File: src/rtl/pic_pkg.sv
// ----------------------------------------------------------------------------
// pic_pkg
// Shared types and codes for the priority interrupt controller.
// ----------------------------------------------------------------------------
package pic_pkg;

  localparam int LINE_W = 8;
  localparam int PRIO_W = 8;
  localparam logic [31:0] ID_VALUE = 32'h0031_C011;

  // Request commands
  localparam logic [1:0] CMD_LEVEL = 2'd0;
  localparam logic [1:0] CMD_READ  = 2'd1;
  localparam logic [1:0] CMD_WRITE = 2'd2;

  // Register selects
  localparam logic [2:0] REG_ID       = 3'd0;
  localparam logic [2:0] REG_FIQ_STAT = 3'd1;
  localparam logic [2:0] REG_IRQ_STAT = 3'd2;
  localparam logic [2:0] REG_CUR_IRQ  = 3'd3;
  localparam logic [2:0] REG_CUR_FIQ  = 3'd4;
  localparam logic [2:0] REG_IRQ_ACK  = 3'd5;
  localparam logic [2:0] REG_FIQ_ACK  = 3'd6;
  localparam logic [2:0] REG_LINE_CFG = 3'd7;

  typedef enum logic [2:0] {
    ST_CLEAR,
    ST_IDLE,
    ST_EXEC,
    ST_CFGRD,
    ST_SCAN,
    ST_DRAIN,
    ST_FINISH
  } state_t;

  // Line table access: one write address, one read address per cycle
  typedef struct packed {
    logic              act_we;
    logic              cfg_we;
    logic [LINE_W-1:0] waddr;
    logic              act_wdata;
    logic              fast_wdata;
    logic [PRIO_W-1:0] prio_wdata;
    logic [LINE_W-1:0] raddr;
  } tbl_req_t;

  // Registered read data of one line entry
  typedef struct packed {
    logic              active;
    logic              fast;
    logic [PRIO_W-1:0] prio;
  } tbl_rd_t;

endpackage

File: src/rtl/priority_interrupt_controller.sv
// ----------------------------------------------------------------------------
// priority_interrupt_controller
// Two-class (IRQ/FIQ) vectored interrupt controller with per-line priority.
// ----------------------------------------------------------------------------
// Usage:
//   One request enters on the s_ channel: a line level event, a register
//   read or a register write. Every request gives exactly one response on
//   the m_ channel with the read data, the access error flag and the IRQ and
//   FIQ request levels as they stand after the request.
//   Level events and writes rescan the whole line table through the single
//   read port of the table memories, one line per cycle, for both classes
//   at once. Reads do not rescan the table.
//   Requests are handled one at a time; s_tready is high only while idle.
//   The response sits in an output register; if the receiver stalls, the
//   next request is still taken and runs up to its response, which then
//   waits until the output register is free.
//   After reset a clearing pass writes every table entry to zero, one line
//   per cycle; no request is taken during it.
// ----------------------------------------------------------------------------
module priority_interrupt_controller #(
  parameter int NUM_LINES = 170,
  parameter int PRIO_BITS = 8
) (
  input  logic        clk,
  input  logic        rst,
  input  logic        s_tvalid,
  output logic        s_tready,
  // [7:0] line_index, [8] line_level, [16:9] write_priority, [17] write_fiq,
  // [18] write_ack_nonzero, [23:19] zero
  input  logic [23:0] s_tdata,
  // [1:0] command, [4:2] reg_select
  input  logic [4:0]  s_tuser,
  output logic        m_tvalid,
  input  logic        m_tready,
  // [7:0] read_line, [8] unread_flag, [9] not_acked_flag, [17:10] read_priority,
  // [18] read_fiq, [50:19] id_word, [51] irq_request, [52] fiq_request,
  // [53] bad_access, [55:54] zero
  output logic [55:0] m_tdata
);
  import pic_pkg::*;

  localparam int IDX_W = (NUM_LINES > 1) ? $clog2(NUM_LINES) : 1;

  state_t state, state_next;

  // Latched request
  logic [1:0]        cmd;
  logic [2:0]        regsel;
  logic [LINE_W-1:0] line;
  logic              level;
  logic [PRIO_W-1:0] wprio;
  logic              wfiq;
  logic              acknz;
  logic              line_ok;

  // Controller state
  logic [LINE_W-1:0] irq_winner;
  logic [LINE_W-1:0] fiq_winner;
  logic              irq_locked;
  logic              fiq_locked;
  logic              scan_pend;

  // Scan sequencing
  logic [IDX_W-1:0]  cnt;
  logic              cnt_last;
  logic              pv;
  logic [LINE_W-1:0] pidx;

  // Response fields
  logic [LINE_W-1:0] r_line;
  logic              r_unread;
  logic              r_notack;
  logic [PRIO_W-1:0] r_prio;
  logic              r_fiq;
  logic [31:0]       r_id;
  logic              r_bad;

  tbl_req_t          treq;
  tbl_rd_t           trd;
  logic [LINE_W-1:0] irq_best;
  logic [LINE_W-1:0] fiq_best;
  logic [LINE_W-1:0] irq_win_n;
  logic [LINE_W-1:0] fiq_win_n;
  logic              out_free;
  logic              accept;

  assign accept   = s_tvalid && s_tready;
  assign line_ok  = {1'b0, line} < (LINE_W + 1)'(NUM_LINES);
  assign cnt_last = cnt == IDX_W'(NUM_LINES - 1);
  assign out_free = !m_tvalid || m_tready;

  assign irq_win_n = (scan_pend && !irq_locked) ? irq_best : irq_winner;
  assign fiq_win_n = (scan_pend && !fiq_locked) ? fiq_best : fiq_winner;

  pic_line_table #(
    .NUM_LINES(NUM_LINES),
    .PRIO_BITS(PRIO_BITS)
  ) u_table (
    .clk(clk),
    .req(treq),
    .rd (trd)
  );

  pic_arbiter u_arb (
    .clk     (clk),
    .start   (state == ST_EXEC),
    .sample  (pv),
    .idx     (pidx),
    .rd      (trd),
    .irq_best(irq_best),
    .fiq_best(fiq_best)
  );

  // State register
  always_ff @(posedge clk) begin
    if (rst) begin
      state <= ST_CLEAR;
    end else begin
      state <= state_next;
    end
  end

  // Next state and table access
  always_comb begin
    state_next      = state;
    s_tready        = 1'b0;
    treq            = '0;
    treq.waddr      = line;
    treq.act_wdata  = level;
    treq.fast_wdata = wfiq;
    treq.prio_wdata = wprio;
    treq.raddr      = line;
    unique case (state)
      ST_CLEAR: begin
        treq.act_we     = 1'b1;
        treq.cfg_we     = 1'b1;
        treq.waddr      = LINE_W'(cnt);
        treq.act_wdata  = 1'b0;
        treq.fast_wdata = 1'b0;
        treq.prio_wdata = '0;
        if (cnt_last) state_next = ST_IDLE;
      end
      ST_IDLE: begin
        s_tready = 1'b1;
        if (s_tvalid) state_next = ST_EXEC;
      end
      ST_EXEC: begin
        unique case (cmd)
          CMD_LEVEL: begin
            treq.act_we = line_ok;
            state_next  = ST_SCAN;
          end
          CMD_READ: begin
            if (regsel == REG_LINE_CFG && line_ok) state_next = ST_CFGRD;
            else state_next = ST_FINISH;
          end
          CMD_WRITE: begin
            treq.cfg_we = (regsel == REG_LINE_CFG) && line_ok;
            state_next  = ST_SCAN;
          end
          default: state_next = ST_FINISH;
        endcase
      end
      ST_CFGRD: state_next = ST_FINISH;
      ST_SCAN: begin
        treq.raddr = LINE_W'(cnt);
        if (cnt_last) state_next = ST_DRAIN;
      end
      ST_DRAIN: state_next = ST_FINISH;
      ST_FINISH: begin
        if (out_free) state_next = ST_IDLE;
      end
      default: state_next = ST_IDLE;
    endcase
  end

  // Line counter for clearing and scanning
  always_ff @(posedge clk) begin
    if (rst) begin
      cnt <= '0;
      pv  <= 1'b0;
    end else begin
      pv <= (state == ST_SCAN);
      if (state == ST_CLEAR || state == ST_SCAN) begin
        cnt <= cnt_last ? '0 : cnt + 1'b1;
      end
    end
  end

  always_ff @(posedge clk) begin
    pidx <= LINE_W'(cnt);
  end

  // Request capture
  always_ff @(posedge clk) begin
    if (accept) begin
      cmd    <= s_tuser[1:0];
      regsel <= s_tuser[4:2];
      line   <= s_tdata[7:0];
      level  <= s_tdata[8];
      wprio  <= s_tdata[16:9];
      wfiq   <= s_tdata[17];
      acknz  <= s_tdata[18];
    end
  end

  // Register decode, locks and response fields
  always_ff @(posedge clk) begin
    if (rst) begin
      irq_locked <= 1'b0;
      fiq_locked <= 1'b0;
      scan_pend  <= 1'b0;
      irq_winner <= '0;
      fiq_winner <= '0;
    end else begin
      if (state == ST_EXEC) begin
        r_line    <= '0;
        r_unread  <= 1'b0;
        r_notack  <= 1'b0;
        r_prio    <= '0;
        r_fiq     <= 1'b0;
        r_id      <= '0;
        r_bad     <= 1'b0;
        scan_pend <= (cmd == CMD_LEVEL) || (cmd == CMD_WRITE);
        unique case (cmd)
          CMD_LEVEL: ;
          CMD_READ: begin
            unique case (regsel) inside
              REG_ID: r_id <= ID_VALUE;
              REG_FIQ_STAT: begin
                if (fiq_winner != '0) begin
                  r_unread <= !fiq_locked;
                  r_notack <= fiq_locked;
                  if (!fiq_locked) r_line <= fiq_winner;
                end
              end
              REG_IRQ_STAT: begin
                if (irq_winner != '0) begin
                  r_unread <= !irq_locked;
                  r_notack <= irq_locked;
                  if (!irq_locked) r_line <= irq_winner;
                end
              end
              REG_CUR_IRQ: begin
                if (irq_winner != '0 && !irq_locked) begin
                  r_line     <= irq_winner;
                  irq_locked <= 1'b1;
                end
              end
              REG_CUR_FIQ: begin
                if (fiq_winner != '0 && !fiq_locked) begin
                  r_line     <= fiq_winner;
                  fiq_locked <= 1'b1;
                end
              end
              REG_IRQ_ACK, REG_FIQ_ACK: r_bad <= 1'b1;
              REG_LINE_CFG: r_bad <= !line_ok;
            endcase
          end
          CMD_WRITE: begin
            unique case (regsel) inside
              REG_IRQ_STAT: ;
              REG_IRQ_ACK: if (acknz) irq_locked <= 1'b0;
              REG_FIQ_ACK: if (acknz) fiq_locked <= 1'b0;
              REG_LINE_CFG: r_bad <= !line_ok;
              REG_ID, REG_FIQ_STAT, REG_CUR_IRQ, REG_CUR_FIQ: r_bad <= 1'b1;
            endcase
          end
          default: r_bad <= 1'b1;
        endcase
      end
      if (state == ST_CFGRD) begin
        r_prio <= trd.prio;
        r_fiq  <= trd.fast;
      end
      // Commit the new winners once the scan is finished
      if (state == ST_FINISH) begin
        irq_winner <= irq_win_n;
        fiq_winner <= fiq_win_n;
        if (out_free) scan_pend <= 1'b0;
      end
    end
  end

  // Output register
  always_ff @(posedge clk) begin
    if (rst) begin
      m_tvalid <= 1'b0;
    end else if (state == ST_FINISH && out_free) begin
      m_tvalid <= 1'b1;
    end else if (m_tready) begin
      m_tvalid <= 1'b0;
    end
  end

  always_ff @(posedge clk) begin
    if (state == ST_FINISH && out_free) begin
      m_tdata <= {2'b00, r_bad,
                  !fiq_locked && (fiq_win_n != '0),
                  !irq_locked && (irq_win_n != '0),
                  r_id, r_fiq, r_prio, r_notack, r_unread, r_line};
    end
  end

`ifndef ASSERT_OFF
  // One request at a time: no accept right after an accept
  a_single_req: assert property (@(posedge clk) disable iff (rst)
    accept |=> !s_tready)
    else $error("request accepted while previous one in progress");

  // Locks never move during a table scan
  a_lock_stable: assert property (@(posedge clk) disable iff (rst)
    (state == ST_SCAN) |=> ($stable(irq_locked) && $stable(fiq_locked)))
    else $error("class lock changed during scan");

  // Winners are only committed at the end of a request
  a_winner_commit: assert property (@(posedge clk) disable iff (rst)
    (state != ST_FINISH) |=> ($stable(irq_winner) && $stable(fiq_winner)))
    else $error("winner changed outside finish");

  // Scan samples stay inside the table
  a_scan_range: assert property (@(posedge clk) disable iff (rst)
    pv |-> ({1'b0, pidx} < (LINE_W + 1)'(NUM_LINES)))
    else $error("scan index out of range");

  // A response is loaded only into a free output register
  a_out_load: assert property (@(posedge clk) disable iff (rst)
    (state == ST_FINISH && m_tvalid && !m_tready) |=> (state == ST_FINISH))
    else $error("finish left while output register busy");
`endif

endmodule

File: src/rtl/pic_line_table.sv
// ----------------------------------------------------------------------------
// pic_line_table
// Line table: level memory and config memory, both with registered read data.
// ----------------------------------------------------------------------------
module pic_line_table #(
  parameter int NUM_LINES = 170,
  parameter int PRIO_BITS = 8
) (
  input  logic              clk,
  input  pic_pkg::tbl_req_t req,
  output pic_pkg::tbl_rd_t  rd
);
  import pic_pkg::*;

  localparam int IDX_W = (NUM_LINES > 1) ? $clog2(NUM_LINES) : 1;

  logic                 act_mem  [NUM_LINES];
  logic [PRIO_BITS:0]   cfg_mem  [NUM_LINES];  // {fast, prio}
  logic                 act_q;
  logic [PRIO_BITS:0]   cfg_q;

  // Level memory
  always_ff @(posedge clk) begin
    if (req.act_we) begin
      act_mem[req.waddr[IDX_W-1:0]] <= req.act_wdata;
    end
    act_q <= act_mem[req.raddr[IDX_W-1:0]];
  end

  // Priority and class memory
  always_ff @(posedge clk) begin
    if (req.cfg_we) begin
      cfg_mem[req.waddr[IDX_W-1:0]] <= {req.fast_wdata, req.prio_wdata[PRIO_BITS-1:0]};
    end
    cfg_q <= cfg_mem[req.raddr[IDX_W-1:0]];
  end

  assign rd.active = act_q;
  assign rd.fast   = cfg_q[PRIO_BITS];
  assign rd.prio   = PRIO_W'(cfg_q[PRIO_BITS-1:0]);

endmodule

File: src/rtl/pic_arbiter.sv
// ----------------------------------------------------------------------------
// pic_arbiter
// Running best-line tracker for both classes over a sequential table scan.
// ----------------------------------------------------------------------------
module pic_arbiter (
  input  logic                      clk,
  input  logic                      start,
  input  logic                      sample,
  input  logic [pic_pkg::LINE_W-1:0] idx,
  input  pic_pkg::tbl_rd_t          rd,
  output logic [pic_pkg::LINE_W-1:0] irq_best,
  output logic [pic_pkg::LINE_W-1:0] fiq_best
);
  import pic_pkg::*;

  logic              irq_found;
  logic              fiq_found;
  logic [PRIO_W-1:0] irq_bprio;
  logic [PRIO_W-1:0] fiq_bprio;
  logic              irq_take;
  logic              fiq_take;

  // First hit wins, later hits only on strictly higher priority
  assign irq_take = sample && rd.active && !rd.fast && (!irq_found || rd.prio > irq_bprio);
  assign fiq_take = sample && rd.active && rd.fast && (!fiq_found || rd.prio > fiq_bprio);

  always_ff @(posedge clk) begin
    if (start) begin
      irq_found <= 1'b0;
      fiq_found <= 1'b0;
      irq_bprio <= '0;
      fiq_bprio <= '0;
      irq_best  <= '0;
      fiq_best  <= '0;
    end else begin
      if (irq_take) begin
        irq_found <= 1'b1;
        irq_bprio <= rd.prio;
        irq_best  <= idx;
      end
      if (fiq_take) begin
        fiq_found <= 1'b1;
        fiq_bprio <= rd.prio;
        fiq_best  <= idx;
      end
    end
  end

endmodule
File: config.mk
export PLATFORM = sky130hd
export DESIGN_NAME = priority_interrupt_controller
export DESIGN_NICKNAME = d
export VERILOG_FILES = /design/src/rtl/pic_pkg.sv /design/src/rtl/priority_interrupt_controller.sv /design/src/rtl/pic_line_table.sv /design/src/rtl/pic_arbiter.sv
export SDC_FILE = /design/constraint.sdc
export NUM_CORES = 2
export LEC_CHECK = 0
export ABC_AREA = 0
export BUFFER_PORTS_ARGS = -buffer_cell sky130_fd_sc_hd__buf_2
export CORE_AREA = 2 2 388 428
export DETAILED_ROUTE_END_ITERATION = 6
export DIE_AREA = 0 0 390 430
export PLACE_DENSITY = 0.71
export SYNTH_ARGS = -nofsm -noshare
export SYNTH_HDL_FRONTEND = slang
export SYNTH_HIERARCHICAL = 1
export SYNTH_SLANG_ARGS = --single-unit
File: constraint.sdc
create_clock -name clk -period 6.1 [get_ports clk]
set_clock_uncertainty 0.15 [all_clocks]
set_input_delay 0.305 -clock clk [delete_from_list [all_inputs] [get_ports clk]]
set_output_delay 0.305 -clock clk [all_outputs]
set_load 0.005 [all_outputs]
==> flow_metrics.env <==
export IMPL_final_antenna_net_count=0
export IMPL_post_route_drc_count=0
export IMPL_netlist_top_cells_area="edfxtp_1 (73%), mux4_2 (13%), dfxtp_1 (2.3%)"
export IMPL_ioPinCount=91
export IMPL_die_y_um=430
export IMPL_dp_hpwl_um=93420
export IMPL_syn_avg_cell_area_um2=19.52
export IMPL_gp_congestion=0.8657
export IMPL_hold_viol_final=0
export IMPL_worst_pin_slew_ns=1.130
export IMPL_cts_root_buffer="clkbuf_16"
export IMPL_yosys_area_top_type="edfxtp_1"
export IMPL_vias_per_cell=5.891
export IMPL_coreArea_um2=163600
export IMPL_p_total_mw=24.62
export IMPL_grt_max_degree=171
export IMPL_clkTransAtPathRegs_ns=0.06
export IMPL_cp_arrival_ns=4.99
export IMPL_grt_pass1_wl_um=235700
export IMPL_worstSetupEndpointType="flop"
export IMPL_fp_dieW_um=390
export IMPL_report_final_slew_viol_count=0
export IMPL_clockBufferDepth=3
export IMPL_port_buffers=58
export IMPL_fin_hold_ws_ns=0.06250
export IMPL_grt_use_total=0.1899
export IMPL_worst_slack_ns=1.393
export IMPL_fin_cells=6129
export IMPL_synth_seq_cells=1852
export IMPL_max_slew_margin_rel=0.2431
export IMPL_synth_distinct_cells=73
export IMPL_fmax_ghz=0.2124
export IMPL_drive_gt1_frac=0.2225
export IMPL_p_leak_nw=25.89
export IMPL_wire_per_inst_um=26.22
export IMPL_synth_area_um2=73060
export IMPL_stdcell_area_um2=81470
export IMPL_rsz0062_at_grt="false"
export IMPL_cap_violations=0
export IMPL_vdd_drop_max_mv=0.3148
export IMPL_cp_required_ns=6.38
export IMPL_period_share=0.7717
export IMPL_place_inst=5775
export IMPL_synth_cells=3743
export IMPL_vias=36107
export IMPL_areaGrowthSynthToFinish_pct=11.50
export IMPL_numCtsBuffers=173
export IMPL_cp_max_fo=17
export IMPL_start_util=0.4467
export IMPL_final_util=0.4981
export IMPL_grt_overflow_total=0
export IMPL_clock_sinks=1852
export IMPL_synth_warnings=6
export IMPL_grt_pass1_vias=36108
export IMPL_clock_latency_ns=0.82
export IMPL_drt_iter0_markers=4085
export IMPL_crit_type="reg2reg"
export IMPL_die_area_um2=167700
export IMPL_fin_tns_setup_ns=0
export IMPL_outcome="finished clean"
export IMPL_synth_top_area_share=0.7267
export IMPL_final_nets=3902
export IMPL_synth_flop_cell="edfxtp_1"
export IMPL_min_path_type="in2reg"
export IMPL_std_cell_rows=156
export IMPL_firstDrtPassIters=6
export IMPL_synthArstFlopShare=0
export IMPL_h_tree_depth=4
export IMPL_dp_slack_ns=1.428
export IMPL_grt_antenna_before_repair=1
export IMPL_routed_wirelength_um=160700
export IMPL_setup_viol=0
export IMPL_start_kind="flop"
export IMPL_post_cts_setup_buffer_count=0
export IMPL_synth_seq_area_share=0.7497
export IMPL_synth_edff_count=1768
export IMPL_cts_tree="done"
export IMPL_min_period_ns=4.707
export IMPL_power_density_nw_per_um2=302.2
export IMPL_place_area_um2=75620
metal layers:
metal | routed length [um] | share of wire | global-route usage | vias to the layer above
li1 | - | - | - | 15265
met1 | 62450 | 0.39 | 0.2521 | 18978
met2 | 80340 | 0.50 | 0.3144 | 1536
met3 | 11560 | 0.072 | 0.02947 | 328
met4 | 6350 | 0.040 | 0.07817 | 0
met5 | 0 | 0 | 0 | -
power breakdown:
part	switching, mW	internal, mW	leakage (nW)
clock network	4.69	5.80	2.71
registers	0.0291	13.8	17.0
logic	0.217	0.0862	6.18
total	4.94	19.7	25.9
placed cells by master, fill, tap and decap left out, types with 31 or more instances in the layout:
cell           synthesis  layout
a211oi_1              31      31
a21oi_1               36      36
a22oi_1               78      78
buf_2                 33      58
buf_4                 80      52
clkbuf_1             104      36
clkbuf_16              0     175
clkinv_1               0      38
clkinv_2               0      40
dfxtp_1               84      84
dlygate4sd3_1          0      34
edfxtp_1            1768    1768
mux2i_1              128     128
mux4_2               420     420
nand2_1               93      88
nand2b_1              58      58
nor2_1               432     431
o22ai_1               40      40
critical path: stages, from the launching register on:
cell     delay [ns]
dfxtp_1        0.51
nor3_2         0.76
mux2_2         0.50
nor2b_1        0.37
nand3_2        0.88
nor2_1         1.11
state kept, by name (all words and copies together) (netlist names), 9 cells and up:
register and count:
m_tdata 23, u_table/act_mem 170, u_table/cfg_mem 1530, u_table/cfg_q 9
area by class of cell:
class                           instances  area [um^2]
Fill cell                           12775        82100
Clock buffer                          212         4528
Tap cell                             2133         2669
Timing Repair Buffer                  163         1401
Clock inverter                        107        978.4
Sequential cell                      1852        54770
Multi-Input combinational cell       1637        17020
Inverter                               24        90.09
Antenna cell                            1        2.502
synthesized netlist by cell type, types with 18 or more instances:
master	n
edfxtp_1	1768
nor2_1	432
mux4_2	420
mux2i_1	128
clkbuf_1	104
nand2_1	93
dfxtp_1	84
buf_4	80
a22oi_1	78
nand2b_1	58
o22ai_1	40
a21oi_1	36
buf_2	33
a211oi_1	31
nor2b_1	28
mux2_2	26
inv_1	22
buf_1	21
o22a_1	21
ha_1	18
final timing paths:
kind | cells past startpoint | to | slack, ns | start
worst max register to register | 5 | u_table/cfg_mem[43][2] | 1.39 | state[1]
worst min register to register | 0 | m_tdata[14] | 0.27 | r_prio[4]
worst min-delay path | 2 | line[0] | 0.06 | s_tdata[0]
worst max-delay path | 5 | u_table/cfg_mem[43][2] | 1.39 | state[1]
cell families (layout without fill, tap and decap cells):
group	Yosys count	after routing	synth area share
other	1	28	0.00005133
multiplexers	574	574	0.1510
AND/OR/NAND/NOR	729	729	0.04600
flip-flops	1852	1852	0.7497
XOR/XNOR	7	7	0.0008392
adder cells (fa/ha/maj)	18	18	0.003083
buffers and inverters	280	506	0.02103
AO/OA/AOI/OAI	282	282	0.02829
repair_timing:
item / CTS / global route
gates resized for setup: 0 / 0
endpoints found under the hold margin: 54 / 0
hold buffers: 34 / 0
Power figures use the tool's default switching activity.
